<file path="src/rtl/rmmd_ram.sv">
// ============================================================================
// Generic single-port RAM
// One read or write per cycle, registered read data.
// ============================================================================
`default_nettype none

module rmmd_ram #(
    parameter int WIDTH = 8,
    parameter int DEPTH = 16
) (
    input  wire logic                     clk,
    input  wire logic                     we,
    input  wire logic [$clog2(DEPTH)-1:0] addr,
    input  wire logic [WIDTH-1:0]         wdata,
    output logic      [WIDTH-1:0]         rdata
);

    logic [WIDTH-1:0] mem [DEPTH];

    always_ff @(posedge clk)
    begin
        if (we)
        begin
            mem[addr] <= wdata;
        end
        rdata <= mem[addr];
    end

endmodule

`default_nettype wire

</file>
<file path="config.mk">
export PLATFORM = sky130hd
export DESIGN_NAME = rmmd_ram
export DESIGN_NICKNAME = d
export VERILOG_FILES = /design/src/rtl/rmmd_ram.sv
export SDC_FILE = /design/constraint.sdc
export NUM_CORES = 1
export LEC_CHECK = 0
export ABC_AREA = 1
export BUFFER_PORTS_ARGS = -buffer_cell sky130_fd_sc_hd__buf_2
export CAP_MARGIN = 25
export CORE_ASPECT_RATIO = 1.4
export CORE_MARGIN = 1
export CORE_UTILIZATION = 45
export DETAILED_ROUTE_END_ITERATION = 8
export GPL_TIMING_DRIVEN = 0
export PLACE_DENSITY = 0.65
export SYNTH_ARGS = -nofsm -noshare
export SYNTH_HDL_FRONTEND = slang
export SYNTH_SLANG_ARGS = --single-unit
</file>
<file path="constraint.sdc">
create_clock -name clk -period 2.2 [get_ports clk]
set_input_delay 0.33 -clock clk [delete_from_list [all_inputs] [get_ports clk]]
set_output_delay 0.33 -clock clk [all_outputs]
set_load 0.02 [all_outputs]
</file>
* Yosys cells after proc, flatten, opt, wreduce, memory -nomap -nowiden
Memories as Yosys holds them, arrays and structs flattened. A register that Yosys moved wholly into a read port is not among the register bits. Index checks and enable logic that the tools add are counted.
Cells by class: muxes and demuxes 2
Operators by type and width (count):
- two-way mux 1 bit | 2
Storage, ports and cells: register bits 0, bits in writable memories 128, input port bits 14, output and inout port bits 8, word-level logic and storage cells 3, memories kept 1
Memory list:
- mem | words 16, width 8, rd ports 1, clocked after Yosys merged registers in 1, write ports 1, line 18 | logic [WIDTH-1:0] mem [DEPTH];

* Longest topological paths before layout
Gate-level depths: netlist (run 1).
depth in word-level cells 2, gate-level depth with buffers 11, mapped depth without buffers 9

* Worst setup path after synthesis (run 1)
No wires, ideal clock.
path type input port to flip-flop, start point input port addr[1], end point memory mem[3][0] (enable), setup time 0.370 ns, arrival 1.337 ns, required time 1.830 ns, slack 0.493 ns, stages 4, buffers on the path 2, cell sequence buf_2 -> clkbuf_1 -> nand3_1 -> nor2_1
RTL lines:
- start: declaration | line 13 | input wire logic [$clog2(DEPTH)-1:0] addr,
- end: declaration | line 18
No word-level cell before the write port.

* Worst setup path in the final report (run 1)
start point input port addr[1], end point memory mem[11][4] (enable)
No word-level cell before the write port.

==> results of run 1 <==
cell usage after synthesis:
library cell / count / share of area (%)
sky130_fd_sc_hd__nand3_1: 4 / 0.36
sky130_fd_sc_hd__buf_2: 12 / 1.1
sky130_fd_sc_hd__inv_1: 21 / 1.4
sky130_fd_sc_hd__clkbuf_1: 3 / 0.20
sky130_fd_sc_hd__nand2_1: 346 / 23
sky130_fd_sc_hd__dfxtp_1: 8 / 2.9
sky130_fd_sc_hd__nor2_1: 18 / 1.2
sky130_fd_sc_hd__buf_4: 6 / 0.81
sky130_fd_sc_hd__inv_2: 1 / 0.067
sky130_fd_sc_hd__clkinv_1: 1 / 0.067
sky130_fd_sc_hd__edfxtp_1: 128 / 69
report_power, final:
part	total [mW]	internal [mW]	switching (mW)
logic	0.374	0.0993	0.275
registers	2.91	2.90	0.0141
clock network	2.93	1.89	1.04
total	6.22	4.89	1.33
cell families (layout without fill, tap and decap cells):
kind of cell           count (synthesis)  after routing  share of synthesized area [%]
buffers and inverters                 44             96                           3.62
DFF                                  136            136                           71.6
and+or+nand+nor                      368            368                           24.8
state kept, by name, summed over array words and instances, names as in the netlist:
| register | count |
|---|---|
| mem | 128 |
| rdata | 8 |
area by class of cell:
class	count	share of cell area, %
clock inverter	12	2.70
clock buffer	20	6.73
multi-input combinational	368	21.4
tap	147	2.83
inverter	23	1.33
timing repair buffer	20	1.54
buffer	21	1.79
sequential	136	61.7
final timing paths:
path                   from    endpoint
setup / recovery    addr[1]  mem[11][4]
hold reg to reg   mem[9][6]    rdata[6]
setup reg to reg  mem[7][7]    rdata[7]
hold / removal     wdata[4]   mem[5][4]
per-layer routing:
metal	global-route usage (%)	up-vias	routed length, um
met3	4.71	28	666
met2	37.3	116	6620
met4	9.54	0	339
met1	26.3	1744	4990
met5	0	-	0
li1	-	1828	-
stage by stage:
| step | hold WS (ns) | area, sq um | TNS, ns |
|---|---|---|---|
| after floorplan | 0.429 | 5590 | 0 |
| after global placement | 0.704 | 5880 | -0.747 |
| after detailed placement | 0.712 | 5880 | -2.94 |
| after CTS | 0.335 | 6490 | 0 |
| after global routing | 0.337 | 6490 | 0 |
| final | 0.345 | 6490 | 0 |
==> run summary, run 1 <==
====================================================================================
Placeable core region                                                    12000 sq um
Cell area after synthesis                                                 5590 sq um
Slew @ Worst Pin                                                            0.868 ns
Max-capacitance violation count                                                    0
Num ports                                                                         22
Most common cell after layout, fill and taps aside                      sky130_fd_sc_hd__nand2_1
Kind of end point of the critical path                                     flip-flop
Overall via count from detail_route                                             3716
Fill cell total of the finished layout                                          1056
Starting density of the core                                                   46.6%
Total gr overflow                                                                  0
Number of synthesis warnings                                                       0
Maximum clock frequency                                                    0.530 GHz
Routed WL                                                                    12.6 mm
Routed via count divided by cell count                                          4.97
Final hold violation count                                                         0
Cells on Worst Hold Path                                                           1
DRC errors left                                                                    0
Share of the yosys chip area belonging to registers                            71.6%
Total setup violations reported at the end of the flow                             0
Post-cts repair resize count                                                       0
Mean Syn Cell Area                                                        10.2 sq um
Gate count after technology mapping                                              548
Vert. Die Dim                                                                 134 um
Relative slew slack                                                            41.9%
Post-CTS Setup Bufs                                                                0
Count of H-tree levels built during CTS                                            4
Post-Layout Cell Count                                                           747
Final weighted congestion in routability-driven placement                      0.933
Storage element area                                                      4000 sq um
Worst-path fanout max                                                             10
Post-placement worst setup slack                                           -0.140 ns
Result of the run                                                       complete, no violations
Hold Crit Class                                                               in2reg
Leading cell types in the layout, fill and taps excluded                sky130_fd_sc_hd__nand2_1, sky130_fd_sc_hd__edfxtp_1, sky130_fd_sc_hd__buf_2, sky130_fd_sc_hd__inv_1, sky130_fd_sc_hd__nor2_1
Inst Count DP                                                                    715
Count of nets left with antenna violations after detail routing                    0
# nets final                                                                     601
Critical Path, Cell by Cell                                             buf_2 > clkbuf_1 > nand3_1 > nor2_1
Initial antenna violation count                                                    0
Flop and latch count out of synthesis                                            136
Number of CTS-inserted buffers                                                    17
Clock skew after layout                                                   0.00814 ns
Global-route wire length before repair                                       19.8 mm
Setup WS post-layout                                                        0.313 ns
CTS hold repair buffers                                                            0
CTS root buf                                                            sky130_fd_sc_hd__clkbuf_16
Worst IR Drop VDD                                                             489 uV
Die boundary width                                                           96.2 um
Type of element launching the critical path                                input pin
CP max-delay cell                                                       sky130_fd_sc_hd__nor2_1
GRT Overall Usage                                                              21.9%
Number of buffers inserted by port buffering                                      20
TritonCTS sink count                                                             136
Final number of max-transition violations                                          0
Power density over the cells                                             958 nW/um^2
Total Power Consumption                                                      6.22 mW
Worst reg-to-reg path cell count                                                   8
Die ar.                                                                  12900 sq um
Maximum buffer depth of the clock tree                                             2
Number of antenna cells inserted                                                   0
Family of cells with the greatest summed delay on the critical path     simple AND/OR/NAND/NOR gates
Latest clock arrival within the worst-skew pair                              0.42 ns
Via count of the first global-routing pass                                      3811
Register-to-register setup slack                                             1.18 ns
Count of buffering cells on the critical path with inverters included              2
Unique cell type count in the Yosys netlist                                       11
Count of standard-cell rows                                                       47
First drt pass iteration count                                                     5
Worst path max stage delay                                                   0.74 ns
Fin crit period                                                              1.89 ns
Final worst path period share                                                  85.8%
Required time of the critical path                                           2.24 ns
DPL Wire Length                                                              8.39 mm
RSZ-0062 raised after global routing                                           false
Per-cell routed wire length                                                  16.9 um
Utilization after layout                                                       54.1%
Start-to-end type of the worst setup path                                     in2reg
P&R area growth vs syn                                                         16.0%
CTS tree                                                                         yes
Layout cells sized above 1                                                     11.2%
Area taken by multi-input logic gates                                     1390 sq um
Starting DRC count in detailed routing                                           243
Clock-pin slew on the worst setup and hold paths                             0.06 ns
Count of cell instances traversed by the critical path                             4
Leak                                                                         2.79 nW
Critical path data arrival time                                              1.93 ns
Pin count of the biggest net entering global routing                              17
Syn nets                                                                         562
====================================================================================
(Power assumes the default switching activity.)
==> inputs of run 2 (changes only) <==
--- a/config.mk
+++ b/config.mk
@@ -8,12 +8,15 @@
 export ABC_AREA = 1
 export BUFFER_PORTS_ARGS = -buffer_cell sky130_fd_sc_hd__buf_2
 export CAP_MARGIN = 25
+export CELL_PAD_IN_SITES_DETAIL_PLACEMENT = 1
+export CELL_PAD_IN_SITES_GLOBAL_PLACEMENT = 1
 export CORE_ASPECT_RATIO = 1.4
 export CORE_MARGIN = 1
 export CORE_UTILIZATION = 45
 export DETAILED_ROUTE_END_ITERATION = 8
 export GPL_TIMING_DRIVEN = 0
-export PLACE_DENSITY = 0.65
+export PLACE_DENSITY = 0.78
+export RECOVER_POWER = 25
 export SYNTH_ARGS = -nofsm -noshare
 export SYNTH_HDL_FRONTEND = slang
 export SYNTH_SLANG_ARGS = --single-unit
==> run 2 against run 1 <==
Net effect: fmax decreased by 2.5%; count of clock-buffer cells in the layout decreased by 3; sequential power about the same; critical path type unchanged; largest power group unchanged; highest routed layer unchanged.
==> run summary, run 2 (synthesis results as in run 1) <==
==============================================================================
Summed area of non-filler cells in the final layout                 6480 sq um   -0.19%
Post-cts repair resize count                                                 0   unchanged
Hold Crit Class                                                         in2reg
Total setup violations reported at the end of the flow                       0   unchanged
Maximum clock frequency                                              0.516 GHz   -2.5%
Maximum buffer depth of the clock tree                                       2   unchanged
Overall via count from detail_route                                       3856   +3.8%
Initial antenna violation count                                              0   unchanged
Starting density of the core                                             46.6%   unchanged
Count of H-tree levels built during CTS                                      4   unchanged
Number of buffers inserted by port buffering                                20   unchanged
Number of antenna cells inserted                                             0   unchanged
Largest register FFs                                                       128   unchanged
First drt pass iteration count                                               4   -1
Clock-pin slew on the worst setup and hold paths                       0.06 ns   about the same
Power density over the cells                                       961 nW/um^2   +0.28%
Total gr overflow                                                            0   unchanged
Routed via count divided by cell count                                    5.17   +3.9%
Count of nets left with antenna violations after detail routing              0   unchanged
Fin crit period                                                        1.94 ns   +0.0487 ns
Slew @ Worst Pin                                                      0.938 ns   +0.0696 ns
GRT Overall Usage                                                        25.4%   +3.5 points
DRC errors left                                                              0   unchanged
Result of the run                                                 complete, no violations
Register with the highest flop count                                       mem
Worst-path fanout max                                                       10   unchanged
TritonCTS sink count                                                       136   unchanged
Global-route wire length before repair                                 22.5 mm   +14%
Placeable core region                                              12000 sq um   unchanged
Largest registers ranked by flip-flop count                       mem (128), rdata (8)
Latest clock arrival within the worst-skew pair                        0.42 ns   about the same
Kind of end point of the critical path                               flip-flop
Fill cell total of the finished layout                                    1358   +29%
Count of standard-cell rows                                                 47   unchanged
Inst Count DP                                                              715   unchanged
Leak                                                                   2.78 nW   -0.69%
Starting DRC count in detailed routing                                     200   -18%
CTS hold repair buffers                                                      0   unchanged
Final worst path period share                                            88.0%   +2.2 points
Num ports                                                                   22   unchanged
Vert. Die Dim                                                           134 um   unchanged
Die ar.                                                            12900 sq um   unchanged
Required time of the critical path                                     2.24 ns   about the same
CTS tree                                                                   yes
Number of CTS-inserted buffers                                              17   unchanged
Type of element launching the critical path                          input pin
Die boundary width                                                     96.2 um   unchanged
Final weighted congestion in routability-driven placement                0.942   +1.0%
Per-cell routed wire length                                            19.5 um   +15%
Post-CTS Setup Bufs                                                          0   unchanged
Relative slew slack                                                      37.5%   -4.4 points
RSZ-0062 raised after global routing                                     false
Final number of max-transition violations                                    0   unchanged
Critical path data arrival time                                        1.98 ns   +0.05 ns
Switching pwr                                                          1.35 mW   +1.8%
# nets final                                                               601   unchanged
Pin count of the biggest net entering global routing                        17   unchanged
Switching fraction of total power                                        21.7%   +0.36 points
CTS root buf                                                      sky130_fd_sc_hd__clkbuf_16
Combinational share of power                                              6.2%   +0.2 points
Routed WL                                                              14.5 mm   +15%
Clock group share of total power                                         46.9%   -0.3 points
Most common cell after layout, fill and taps aside                sky130_fd_sc_hd__nand2_1
Internal power                                                         4.87 mW   -0.37%
Via count of the first global-routing pass                                4255   +12%
Start-to-end type of the worst setup path                               in2reg
Sequential share of power                                                46.8%   about the same
Leading cell types in the layout, fill and taps excluded          sky130_fd_sc_hd__nand2_1, sky130_fd_sc_hd__edfxtp_1, sky130_fd_sc_hd__buf_2, sky130_fd_sc_hd__inv_1, sky130_fd_sc_hd__nor2_1
P&R area growth vs syn                                                   15.8%
Worst IR Drop VDD                                                       601 uV   +23%
Final hold violation count                                                   0   unchanged
Clock skew after layout                                             0.00707 ns   -0.00106 ns
Post-Layout Cell Count                                                     746   -0.13%
Max-capacitance violation count                                              0   unchanged
Placed instance area                                                5880 sq um   unchanged
DPL Wire Length                                                        9.54 mm   +14%
Layout cells sized above 1                                               10.0%   -1.1 points
==============================================================================
run 2: cell types whose count changed in the layout (fill, tap and decap cells not counted):
cell	delta
sky130_fd_sc_hd__clkbuf_1	+3
sky130_fd_sc_hd__clkinv_2	-1
sky130_fd_sc_hd__clkinv_1	+3
sky130_fd_sc_hd__buf_2	-6
run 2: layer usage:
layer	track usage, %	vias up	wire, um
li1	-	1831	-
met1	28.4	1877	5430
met2	43.9	110	7750
met3	5.67	38	730
met4	14.1	0	605
met5	0	-	0
run 2: layout make-up:
cell class                      count  area [sq um]  share of cell area [%]
Inverter                           23          86.3                    1.33
Buffer                             21           116                    1.80
Timing Repair Buffer               20          92.6                    1.43
Sequential cell                   136          4000                    61.8
Clock inverter                     14           181                    2.80
Multi-Input combinational cell    368          1390                    21.4
Clock buffer                       17           425                    6.57
Tap cell                          147           184                    2.84
run 2: worst paths after layout:
check | slack, ns | cells past startpoint | to | start
setup / recovery | 0.26 | 4 | mem[10][4] | addr[1]
hold / removal | 0.37 | 1 | mem[2][0] | wdata[0]
setup reg to reg | 1.14 | 8 | rdata[2] | mem[3][2]
hold reg to reg | 0.76 | 8 | rdata[6] | mem[12][6]
run 2: power groups by stage:
stage	sequential (mW)	combinational (mW)	clock, mW
5_1_grt	2.92	0.437	3.04
3_5_place_dp	2.97	0.388	0
3_3_place_gp	2.96	0.373	0
4_1_cts	2.91	0.395	2.95
6_report	2.91	0.388	2.92
2_1_floorplan	2.99	0.200	0
run 2: stage by stage:
step                      power (mW)  util, %  hold slack, ns  setup TNS [ns]  setup slack [ns]
after floorplan                 3.19        -           0.429               0             0.493
after global placement          3.34     49.0           0.703          -0.837           -0.0538
after detailed placement        3.36     49.0           0.747           -3.19            -0.110
after CTS                       6.26     54.0           0.319               0             0.263
after global routing            6.40     54.0           0.368               0             0.159
final                           6.22     54.0           0.369               0             0.264
run 2: critical path, cell delays in order:
cell and delay (ns):
sky130_fd_sc_hd__buf_2 0.18, sky130_fd_sc_hd__clkbuf_1 0.40, sky130_fd_sc_hd__nand3_1 0.34, sky130_fd_sc_hd__nor2_1 0.73
==> inputs of run 3 (changes only) <==
--- a/config.mk
+++ b/config.mk
@@ -5,7 +5,7 @@
 export SDC_FILE = /design/constraint.sdc
 export NUM_CORES = 1
 export LEC_CHECK = 0
-export ABC_AREA = 1
+export ABC_AREA = 0
 export BUFFER_PORTS_ARGS = -buffer_cell sky130_fd_sc_hd__buf_2
 export CAP_MARGIN = 25
 export CELL_PAD_IN_SITES_DETAIL_PLACEMENT = 1
@@ -15,7 +15,7 @@
 export CORE_UTILIZATION = 45
 export DETAILED_ROUTE_END_ITERATION = 8
 export GPL_TIMING_DRIVEN = 0
-export PLACE_DENSITY = 0.78
+export PLACE_DENSITY = 0.72
 export RECOVER_POWER = 25
 export SYNTH_ARGS = -nofsm -noshare
 export SYNTH_HDL_FRONTEND = slang
==> run 3 against run 2 <==
Net effect: cell count fell by 43%; global-route usage fell by 4.4 points; total power fell by 5.4%; highest routed layer unchanged; non-clock buffer count fell by 7; largest cell class unchanged; synthesized cell count fell by 58%; register-to-register slack got worse by 0.42 ns; area after synthesis fell by 9.4%; design area fell by 8.6%.
==> run summary, run 3 <==
====================================================================================
Total gr overflow                                                                  0   unchanged
Kind of end point of the critical path                                     flip-flop
Count of H-tree levels built during CTS                                            4   unchanged
Leak                                                                         1.92 nW   -31%
Launch point of the worst reg-to-reg path                                  mem[2][3]
Number of buffers inserted by port buffering                                      19   -5.0%
Per-cell routed wire length                                                  25.8 um   +32%
Hold path start                                                             wdata[1]
First drt pass iteration count                                                     4   unchanged
Post-placement worst setup slack                                           -0.286 ns   -0.176 ns
CP max-delay cell                                                       sky130_fd_sc_hd__nor2_1
DPL Wire Length                                                              6.92 mm   -27%
Fill cell total of the finished layout                                           981   -28%
Cell types with the highest counts after synthesis                      sky130_fd_sc_hd__edfxtp_1, sky130_fd_sc_hd__mux4_2, sky130_fd_sc_hd__a22oi_1, sky130_fd_sc_hd__nor2_1, sky130_fd_sc_hd__nand2_1
Most common cell after layout, fill and taps aside                      sky130_fd_sc_hd__edfxtp_1
Number of CTS-inserted buffers                                                    17   unchanged
Final number of max-transition violations                                          0   unchanged
Cell types occupying the most area after synthesis                      sky130_fd_sc_hd__edfxtp_1, sky130_fd_sc_hd__mux4_2, sky130_fd_sc_hd__dfxtp_1
Overall via count from detail_route                                             2466   -36%
Cells on Worst Hold Path                                                           1   unchanged
Required time of the critical path                                           2.23 ns   about the same
Via count of the first global-routing pass                                      2623   -38%
Final hold violation count                                                         0   unchanged
Register with the highest flop count                                             mem
Leading cell types in the layout, fill and taps excluded                sky130_fd_sc_hd__edfxtp_1, sky130_fd_sc_hd__mux4_2, sky130_fd_sc_hd__clkbuf_16, sky130_fd_sc_hd__a22oi_1
Die boundary width                                                           91.7 um   -4.7%
Power density over the cells                                             994 nW/um^2   +3.5%
CTS tree                                                                         yes
Total setup violations reported at the end of the flow                             0   unchanged
Pin count of the biggest net entering global routing                              17   unchanged
Type of element launching the critical path                                input pin
Starting DRC count in detailed routing                                           222   +11%
Register-to-register setup slack                                             0.72 ns   -0.42 ns
Die ar.                                                                  11700 sq um   -9.2%
Synth area leader                                                       sky130_fd_sc_hd__edfxtp_1
Mean Syn Cell Area                                                        22.0 sq um   +120%
DRC errors left                                                                    0   unchanged
Unique cell type count in the Yosys netlist                                       18   +7
Start-to-end type of the worst setup path                                     in2reg
Critical path data arrival time                                              2.12 ns   +0.14 ns
CTS hold repair buffers                                                            0   unchanged
Most repeated cell in the gate-level netlist after synthesis            sky130_fd_sc_hd__edfxtp_1
Latest clock arrival within the worst-skew pair                              0.41 ns   about the same
Flop and latch count out of synthesis                                            136   unchanged
Relative slew slack                                                            45.0%   +7.6 points
End of the worst register-to-register path                                  rdata[3]
Maximum buffer depth of the clock tree                                             2   unchanged
Area share of the largest cell type after synthesis                            75.9%   +7.1 points
Cell area after synthesis                                                 5070 sq um   -9.4%
# nets final                                                                     286   -52%
Initial antenna violation count                                                    0   unchanged
Family of cells with the greatest summed delay on the critical path     simple AND/OR/NAND/NOR gates
Worst IR Drop VDD                                                             534 uV   -11%
Gate count after technology mapping                                              230   -58%
Fin crit period                                                              2.09 ns   +0.152 ns
Maximum clock frequency                                                    0.479 GHz   -7.3%
Number of antenna cells inserted                                                   0   unchanged
Num ports                                                                         22   unchanged
Main flop type after synthesis                                          sky130_fd_sc_hd__edfxtp_1
Vert. Die Dim                                                                 128 um   -4.7%
Setup WS post-layout                                                        0.112 ns   -0.152 ns
Global-route wire length before repair                                       16.4 mm   -27%
Share of the yosys chip area belonging to registers                            79.0%   +7.4 points
Worst-path fanout max                                                             10   unchanged
Largest registers ranked by flip-flop count                             mem (128), rdata (8)
Worst reg-to-reg path cell count                                                   3   -5
RSZ-0062 raised after global routing                                           false
Critical Path, Cell by Cell                                             buf_2 > buf_1 > nand2_1 > nor2_1
Clock-pin slew on the worst setup and hold paths                             0.06 ns   about the same
Routed via count divided by cell count                                          5.79   +12%
P&R area growth vs syn                                                         16.9%
Final worst path period share                                                  94.9%   +6.9 points
Number of synthesized flops with an enable pin                                   128   unchanged
Slew @ Worst Pin                                                            0.818 ns   -0.120 ns
Share of async-settable or async-resettable flops after synthesis                 0%   unchanged
Worst slack on hold paths                                                   0.337 ns   -0.0320 ns
Max-capacitance violation count                                                    0   unchanged
Count of buffering cells on the critical path with inverters included              2   unchanged
Layout cells sized above 1                                                     28.1%   +18 points
Count of standard-cell rows                                                       45   -4.3%
Final weighted congestion in routability-driven placement                      0.722   -23%
Largest register FFs                                                             128   unchanged
Placeable core region                                                    10900 sq um   -8.9%
Post-CTS Setup Bufs                                                                0   unchanged
Hold worst-path end                                                        mem[8][1]
Routed WL                                                                    11.0 mm   -24%
TritonCTS sink count                                                             136   unchanged
Result of the run                                                       complete, no violations
Count of nets left with antenna violations after detail routing                    0   unchanged
Number of synthesis warnings                                                       0   unchanged
Worst path max stage delay                                                   0.70 ns   -0.03 ns
Post-cts repair resize count                                                       0   unchanged
Clock skew after layout                                                   0.00724 ns   +0.000166 ns
Starting density of the core                                                   46.4%   -0.23 points
GRT Overall Usage                                                              21.0%   -4.4 points
Syn nets                                                                         244   -57%
Hold Crit Class                                                               in2reg
CTS root buf                                                            sky130_fd_sc_hd__clkbuf_16
====================================================================================
-- run 3: final cells by class --
class	instances	area, sq um	area share [%]
timing repair buffer	23	118	1.99
sequential	136	4000	67.6
buffer	11	60.1	1.01
tap	141	176	2.98
clock buffer	29	520	8.79
clock inverter	3	40.0	0.676
multi-input combinational	83	1000	16.9
-- run 3: through the flow --
stage	area (sq um)	util (%)	TNS (ns)	power, mW	std cells
6_report	5920	54.2	0	5.89	426
2_1_floorplan	5070	-	0	3.13	230
5_1_grt	5920	54.2	0	6.04	426
4_1_cts	5930	54.3	0	5.91	426
3_3_place_gp	5340	48.9	-20.89	3.25	390
3_5_place_dp	5370	49.2	-19.13	3.27	394
-- run 3: worst max path at each step --
stage / start / to / slack (ns) / depth (start not counted)
after floorplan: addr[2] / mem[0][0] / 0.38 / 2
after CTS: addr[1] / mem[7][1] / 0.08 / 4
final: addr[1] / mem[15][0] / 0.11 / 4
after detailed placement: addr[1] / mem[7][3] / -0.29 / 4
after global placement: addr[1] / mem[3][7] / -0.23 / 4
after global routing: addr[1] / mem[2][2] / 0.0001 / 4
-- run 3: routing by layer --
layer / global-route usage [%] / up-vias / wire [um]
met3: 5.60 / 19 / 536
met1: 25.4 / 1313 / 4300
met2: 35.1 / 87 / 5850
met5: 0 / - / 0
li1: - / 1047 / -
met4: 9.80 / 0 / 282
-- run 3: where the power goes --
part	switching (mW)	total [mW]	leakage (nW)	internal, mW
Sequential	0.0157	2.92	1.22	2.90
Combinational	0.187	0.296	0.422	0.109
Clock	0.974	2.68	0.276	1.70
Total	1.18	5.89	1.92	4.71
-- run 3: kinds of logic after synthesis --
| kind of cell | Yosys count | synth area share, % |
|---|---|---|
| and+or+nand+nor | 35 | 3.21 |
| muxes | 32 | 14.2 |
| DFF | 136 | 79.0 |
| buffers and inverters | 11 | 1.19 |
| AOI/OAI and AO/OA | 16 | 2.37 |
